`src/sv/spfa_ram.sv`:
```
// Generic single write port RAM with one registered read port.
`default_nettype none
module spfa_ram #(
   parameter int WIDTH = 8,
   parameter int DEPTH = 2
) (
   input  wire logic                     clock,
   input  wire logic                     wr_en,
   input  wire logic [$clog2(DEPTH)-1:0] wr_addr,
   input  wire logic [WIDTH-1:0]         wr_data,
   input  wire logic                     rd_en,
   input  wire logic [$clog2(DEPTH)-1:0] rd_addr,
   output logic      [WIDTH-1:0]         rd_data
);
   logic [WIDTH-1:0] mem [DEPTH];

   always_ff @(posedge clock) begin
      if (wr_en) begin
         mem[wr_addr] <= wr_data;
      end
      if (rd_en) begin
         rd_data <= mem[rd_addr];
      end
   end
endmodule
`default_nettype wire

```
`config.mk`:
```
export PLATFORM = sky130hd
export DESIGN_NAME = spfa_ram
export DESIGN_NICKNAME = d
export VERILOG_FILES = /design/src/sv/spfa_ram.sv
export SDC_FILE = /design/constraint.sdc
export NUM_CORES = 1
export LEC_CHECK = 0
export BUFFER_PORTS_ARGS = -buffer_cell sky130_fd_sc_hd__buf_2
export CELL_PAD_IN_SITES_DETAIL_PLACEMENT = 0
export CELL_PAD_IN_SITES_GLOBAL_PLACEMENT = 1
export CORE_UTILIZATION = 43
export CTS_CLUSTER_DIAMETER = 120
export DETAILED_ROUTE_END_ITERATION = 10
export PLACE_DENSITY_LB_ADDON = 0.1
export RECOVER_POWER = 25
export SLEW_MARGIN = 10
export SYNTH_ARGS = -nofsm -noshare
export SYNTH_HDL_FRONTEND = slang
export SYNTH_SLANG_ARGS = --single-unit
```
`constraint.sdc`:
```
create_clock -name clock -period 1.4 [get_ports clock]
set_clock_uncertainty 0.15 [all_clocks]
set_input_delay 0.14 -clock clock [delete_from_list [all_inputs] [get_ports clock]]
set_output_delay 0.14 -clock clock [all_outputs]
set_load 0.005 [all_outputs]
```
==> impl_metrics.ini, run 1 <==
[outcome]
status = finished, final reports clean

[synth]
synth.most_common_cell = edfxtp_1
synth_edf_count = 24
synth_top_area_frac = 0.8336
postSynthAreaPerCell_um2 = 24.70
async_flop_share = 0
yosys-top-cells-area = edfxtp_1, mux2_4, buf_6
synth-seq-cells = 24
synthTopCellsByCount = edfxtp_1, mux2_4, and2_1, buf_6, nor2b_1
syn-cell-area_um2 = 864.6
synth_nets = 48
ys_warn_count = 0
synth.distinct_cells = 5
synth_area_leader_cell = edfxtp_1
ys_seq_area_frac = 0.8336
syn_inst = 35
ys.flop_type = edfxtp_1

[floorplan]
dieHeight_um = 46.84
die_w_um = 46.84
io_pins = 21
initial_utilization = 0.4799
die-area_mm2 = 0.002194
core-area_mm2 = 0.001802
rows = 15

[clocking]
clk_pin_slew_ps = 130
cts_tree = built
clock-sinks = 24
insertion_delay_ps = 310
cts_made_buffers = 3
cts_resized = 0
post_cts_buffers = 0
htreeDepth = 1
clock_path_buffers = 2
clock_tree.root_cell = clkbuf_4

[pwr]
netSwitchingFraction = 0.1731
pwr-share-seq = 0.590
leakage_nw = 0.4375
p_int_mw = 1.206
ir_worst_vdd_uv = 792.2
power_frac_clock = 0.334
p_per_area_mw_per_mm2 = 1302
switchingPower_mw = 0.2525
combPwrFrac = 0.076

[sta]
slew_headroom = 0.7216
finalSetupTns_ps = 0
fin_crit_ps = 1115
max_freq_mhz = 896.5
final_hold_viol_count = 0
slew_viol_final = 0
finalSetupViolCount = 0
finalCritPeriodShare = 0.7967
rsz0062_at_grt = false
tightest_slew_ps = 417.6

[global_route]
gr-total-overflow = 0
grt_use_total = 0.1098
grt_max_degree = 15
grt_pass1_vias = 441
antenna_found_initial = 0
grt_pass1_wl_um = 1628

[drt]
first_pass_iters = 4
wirelength_um = 1119
ant_nets = 0
dr.first_iter.drc_count = 6
vias = 422
vias_per_cell = 4.587
avgRoutedWirePerCell_um = 12.16
post-route-drc-count = 0

[cells_and_area]
instances_no_fill = 92
drive_above_1_share = 0.4627
final_nets = 81
n_antenna_cell = 0
syn2layout_area_growth_pct = 29.52

[worst_setup_path]
cp.arrival_ps = 830
critical-path-top-delay-family = flip-flops
cp_cell_sequence = buf_2
critical_path_class = reg2out
cpPeakStageDelay_ps = 390
crit_path_start_kind = register
cp_max_fo = 1
crit_required_ps = 1110
path_buf_inv = 1
cp_slowest_cell = edfxtp_1
end_kind = output pin

[hold_path]
min_path_type = in2reg

[placement]
gp_congestion = 0.6846
place_inst = 80
port-buffer-count = 20

[job]
maxCapViolCount = 0
-- placed cells by master, fill, tap and decap left out --
cell	n
bufinv_16	1
clkbuf_1	2
clkbuf_4	3
edfxtp_1	24
nor2b_1	1
dlygate4sd3_1	8
buf_2	19
mux2_4	8
and2_1	1
-- metrics by stage --
step / total power, mW / instance area [µm²] / hold WS (ps) / setup slack (ps) / utilization
after CTS: 1.471 / 1125 / 19.02 / 267.6 / 0.6243
after detailed placement: 0.9747 / 992.2 / 185.6 / 270.8 / 0.5507
final: 1.458 / 1120 / 98.53 / 284.6 / 0.6215
after floorplan: 0.9262 / 864.6 / 88.87 / 316.6 / -
after global routing: 1.500 / 1120 / 111.3 / 234.6 / 0.6215
after global placement: 0.9661 / 992.2 / 177.1 / 300.1 / 0.5507
-- cell type report --
class,count,area (µm²)
tap,25,31.28
multi-input combinational,10,132.6
clock inverter,1,30.03
fill,144,681.9
clock buffer,3,22.52
timing repair buffer,29,182.7
sequential,24,720.7
-- timing repair --
action,CTS,global route
setup endpoints to repair,0,0
hold buffers,8,0
hold endpoints to repair,16,0
-- metal layers --
metal  track usage  wire [µm]  vias to the layer above
li1              -          -                      200
met1        0.1091        458                      203
met2        0.2139        608                       19
met3       0.02308         51                        0
met4       0.05143          0                        0
met5             0          0                        -
-- cell families (layout without fill, tap and decap cells) --
group / Yosys count / count (layout) / synth area share
simple gates: 2 / 2 / 0.01448
flops: 24 / 24 / 0.8336
buf+inv: 1 / 33 / 0.01302
mux: 8 / 8 / 0.1389
-- power by group through the flow --
stage	clock network (mW)	registers [mW]	logic [mW]
after floorplan	0	0.877	0.0491
after global placement	0	0.875	0.0909
after detailed placement	0	0.878	0.0972
after CTS	0.496	0.861	0.114
after global routing	0.515	0.864	0.121
final	0.487	0.860	0.111
-- path summary, 6_finish.rpt --
kind	start	endpoint	slack [ps]	cells after the start
setup reg to reg	mem[1][0]	rd_data[0]	350	1
hold reg to reg	mem[1][5]	rd_data[5]	420	1
setup / recovery	rd_data[3]	rd_data[3]	280	1
hold / removal	rd_en	rd_data[6]	100	1
-- sequential cells by signal, indices dropped and copies added, names as in the netlist --
name,count
mem,16
rd_data,8
Note: power is estimated with default switching activity, not from simulation.
==> run 2, diff against run 1 <==
CORE_UTILIZATION = 38   (was 43)
clock period = 1 ns   (was 1.4 ns; I/O delays follow)
==> run 2 against run 1 <==
Net effect:
- the run now ends with negative setup slack left
- total power increased by 39%
- sequential share of layout area fell by 0.99 points
- via count up 0.71%
- design area is 1.6% higher
- sequential cell count unchanged
- clock power rose by 37%
==> impl_metrics.ini, run 2 (synthesis gave the netlist of run 1 again) <==
[floorplan]
die-area_mm2 = 0.002470
rows = 16
die_w_um = 49.70
dieHeight_um = 49.70
io_pins = 21
initial_utilization = 0.4234
core-area_mm2 = 0.002042

[clocking]
insertion_delay_ps = 300
cts_made_buffers = 3
cts_tree = built
post_cts_buffers = 0
clock_path_buffers = 2
clk_pin_slew_ps = 120
clock_tree.root_cell = clkbuf_4
htreeDepth = 1
clock-sinks = 24

[sta]
finalSetupTns_ps = -785.5
setup_slack_ps = -70.00
tightest_slew_ps = 501.4
max_freq_mhz = 934.6
fin_crit_ps = 1070
rsz0062_at_grt = true
finalCritPeriodShare = 1.070
slew_viol_final = 0
final_hold_viol_count = 0
finalSetupViolCount = 16
hold-worst-slack_ps = 98.32
slew_headroom = 0.6655

[global_route]
grt_pass1_wl_um = 1752
grt_use_total = 0.09854
grt_pass1_vias = 428
antenna_found_initial = 0
grt_max_degree = 15
gr-total-overflow = 0

[drt]
ant_nets = 0
wirelength_um = 1099
vias_per_cell = 4.427
avgRoutedWirePerCell_um = 11.45
vias = 425
post-route-drc-count = 0
dr.first_iter.drc_count = 2
first_pass_iters = 3

[hold_path]
min_path_type = in2reg

[cells_and_area]
final_cell_mix = edfxtp_1, buf_2, dlygate4sd3_1
final_util = 0.5570
reg_top3 = mem: 16 flops, rd_data: 8 flops
instances_no_fill = 96
n_antenna_cell = 0
syn2layout_area_growth_pct = 31.55
largest_reg_flops = 16
final_nets = 83
final_common_cell = edfxtp_1
largest-register = mem
drive_above_1_share = 0.4638

[worst_setup_path]
path_buf_inv = 0
cp_slowest_cell = edfxtp_1
cp_max_fo = 1
cp_cell_sequence = mux2_4
cp.arrival_ps = 990
critical_path_class = reg2reg
cpPeakStageDelay_ps = 410
crit_required_ps = 920
critical-path-top-delay-family = flip-flops
crit_path_start_kind = register
end_kind = register

[placement]
place_inst = 83
gp_congestion = 0.6195
place_ws_ps = -79.18
port-buffer-count = 20

[outcome]
status = finished with violations
violations = negative setup slack

[pwr]
leakage_nw = 0.4448
ir_worst_vdd_uv = 928.2
p_per_area_mw_per_mm2 = 1784

[job]
maxCapViolCount = 0
## run 2: power by group
group / leakage [nW] / internal, mW / switching (mW)
Sequential: 0.228 / 1.19 / 0.0181
Clock: 0.0279 / 0.405 / 0.261
Combinational: 0.188 / 0.100 / 0.0576
Total: 0.445 / 1.69 / 0.337
## run 2: through the flow
stage	area (µm²)	total power, mW
after global routing	1137	2.105
after floorplan	867.1	1.297
after detailed placement	1005	1.369
after global placement	1005	1.358
after CTS	1147	2.063
final	1137	2.029
## run 2: worst paths after layout
| check | startpoint | end | slack (ps) | depth (start not counted) |
|---|---|---|---|---|
| min reg2reg | mem[1][0] | rd_data[0] | 410 | 1 |
| max | mem[0][6] | rd_data[6] | -70 | 1 |
| min | wr_addr | mem[0][3] | 100 | 3 |
| max reg2reg | mem[0][6] | rd_data[6] | -70 | 1 |
## run 2: final cells by class
class,count,area (µm²)
clock buffer,3,22.52
clock inverter,1,30.03
fill,179,904.6
multi-input combinational,10,132.6
sequential,24,720.7
tap,27,33.78
timing repair buffer,31,197.7
## run 2: worst min-delay path, delay by kind of cell
family,cells,cell delay [ps]
AND/OR/NAND/NOR,1,40
buffers and inverters,2,220
## run 2: repair_timing
action                     CTS  global route
hold endpoints to repair    24             0
resized for setup            0             0
hold buffers                 9             0
setup endpoints to repair   16            16
## run 2: layer usage
layer | vias up | track usage | wire (µm)
li1 | 204 | - | -
met3 | 4 | 0.03395 | 82
met1 | 196 | 0.1016 | 463
met4 | 0 | 0.05714 | 19
met5 | - | 0 | 0
met2 | 21 | 0.1712 | 534
==> run 3, diff against run 2 <==
CORE_UTILIZATION = 43   (was 38)
clock period = 1.1 ns   (was 1 ns; I/O delays follow)
==> run 3 against run 2 <==
Net effect:
- the flow now finishes without violations
- setup slack better by 85 ps
- wire length grew 3.1%
- non-clock buffer count shrank 1
- sequential cell count is the same
- largest cell class unchanged
- combinational power down 8%
- sequential share of layout area up 0.35 points
- design area decreased by 0.55%
- highest routed layer is now met3
- first-iteration DRC count unchanged
- clock power down 7.2%
- clock-buffer cell count is the same
- sequential power fell by 9.9%
- utilization grew 7.1 points
==> impl_metrics.ini, run 3 (synthesis gave the netlist of run 1 again) <==
[outcome]
status = finished, final reports clean

[placement]
gp_congestion = 0.6846
place_ws_ps = 0.8306
port-buffer-count = 20

[clocking]
insertion_delay_ps = 300
cts_resized = 0
clock_tree.root_cell = clkbuf_4
clock_path_buffers = 2
cts_made_buffers = 3
htreeDepth = 1
cts_tree = built
clock-sinks = 24
clk_pin_slew_ps = 130

[sta]
slew_headroom = 0.6710
slew_viol_final = 0
finalSetupViolCount = 0
setup_slack_ps = 15.05
final_hold_viol_count = 0
finalCritPeriodShare = 0.9863
tightest_slew_ps = 493.2
rsz0062_at_grt = true
max_freq_mhz = 921.7
fin_crit_ps = 1085

[global_route]
gr-total-overflow = 0
grt_pass1_vias = 453
grt_max_degree = 15
grt_pass1_wl_um = 1656
grt_use_total = 0.1115
antenna_found_initial = 0

[cells_and_area]
regArea_um2 = 720.7
final_common_cell = edfxtp_1
drive_above_1_share = 0.4706
multiInputGateArea_um2 = 132.6
syn2layout_area_growth_pct = 30.82
final_cell_mix = edfxtp_1, buf_2, dlygate4sd3_1
largest-register = mem
fillers = 142
final_nets = 82
largest_reg_flops = 16
n_antenna_cell = 0
reg_top3 = mem: 16 flops, rd_data: 8 flops

[floorplan]
rows = 15
dieHeight_um = 46.84
die_w_um = 46.84
core-area_mm2 = 0.001802
io_pins = 21
die-area_mm2 = 0.002194
initial_utilization = 0.4799

[drt]
first_pass_iters = 4
ant_nets = 0
wirelength_um = 1133
dr.first_iter.drc_count = 2
vias_per_cell = 4.591
vias = 427
avgRoutedWirePerCell_um = 12.18
post-route-drc-count = 0

[worst_setup_path]
critical_path_class = reg2out
end_kind = output pin
critical-path-top-delay-family = flip-flops
crit_required_ps = 840
cp_slowest_cell = edfxtp_1
cp.arrival_ps = 820
crit_path_start_kind = register
cp_cell_sequence = buf_2
regToRegSetupSlack_ps = 50
cpPeakStageDelay_ps = 390
cp_max_fo = 1
path_buf_inv = 1

[hold_path]
min_path_type = in2reg

[pwr]
ir_worst_vdd_uv = 1007
leakage_nw = 0.4436
p_per_area_mw_per_mm2 = 1643
p_total_mw = 1.858

[job]
maxCapViolCount = 0
## run 3: changes by cell type in the layout (fill, tap and decap cells not counted)
cell	change
clkbuf_1	-1
## run 3: through the flow
| stage | cell area [µm²] | hold WS [ps] | util | cells | TNS [ps] |
|---|---|---|---|---|---|
| after floorplan | 864.6 | 58.87 | - | 35 | 0 |
| after global placement | 992.2 | 147.1 | 0.5507 | 80 | 0 |
| after detailed placement | 992.2 | 155.6 | 0.5507 | 80 | 0 |
| after CTS | 1135 | 91.11 | 0.6299 | 93 | -2.353 |
| after global routing | 1131 | 155.2 | 0.6278 | 93 | -138.9 |
| final | 1131 | 149.0 | 0.6278 | 93 | 0 |
## run 3: what timing repair did
item	4_1_cts	5_1_grt
hold buffers	9	0
hold endpoints to repair	24	0
setup buffers	0	0
endpoints found under the setup margin	1	6
## run 3: worst paths after layout
check                                start         end  depth (start not counted)
worst max-delay path            rd_data[3]  rd_data[3]                          1
worst min-delay path               rd_addr  rd_data[5]                          2
worst max register to register   mem[1][0]  rd_data[0]                          1
worst min register to register   mem[1][5]  rd_data[5]                          1
## run 3: where the power goes
part | leakage, nW | switching [mW] | internal [mW] | total (mW)
sequential | 0.228 | 0.0156 | 1.08 | 1.09
clock | 0.0279 | 0.250 | 0.368 | 0.618
combinational | 0.187 | 0.0546 | 0.0904 | 0.145
## run 3: cell type report
cell class,count,area share
sequential,24,0.6372
tap,25,0.02765
timing repair buffer,30,0.1715
multi-input combinational,10,0.1173
clock inverter,1,0.02655
clock buffer,3,0.01991
## run 3: routing by layer
layer  vias up  global-route usage  share of wire
met1       206              0.1091           0.41
met2        19              0.2194           0.54
met3         0             0.02308          0.043
li1        202                   -              -
met4         0             0.05143              0
met5         -                   0              0
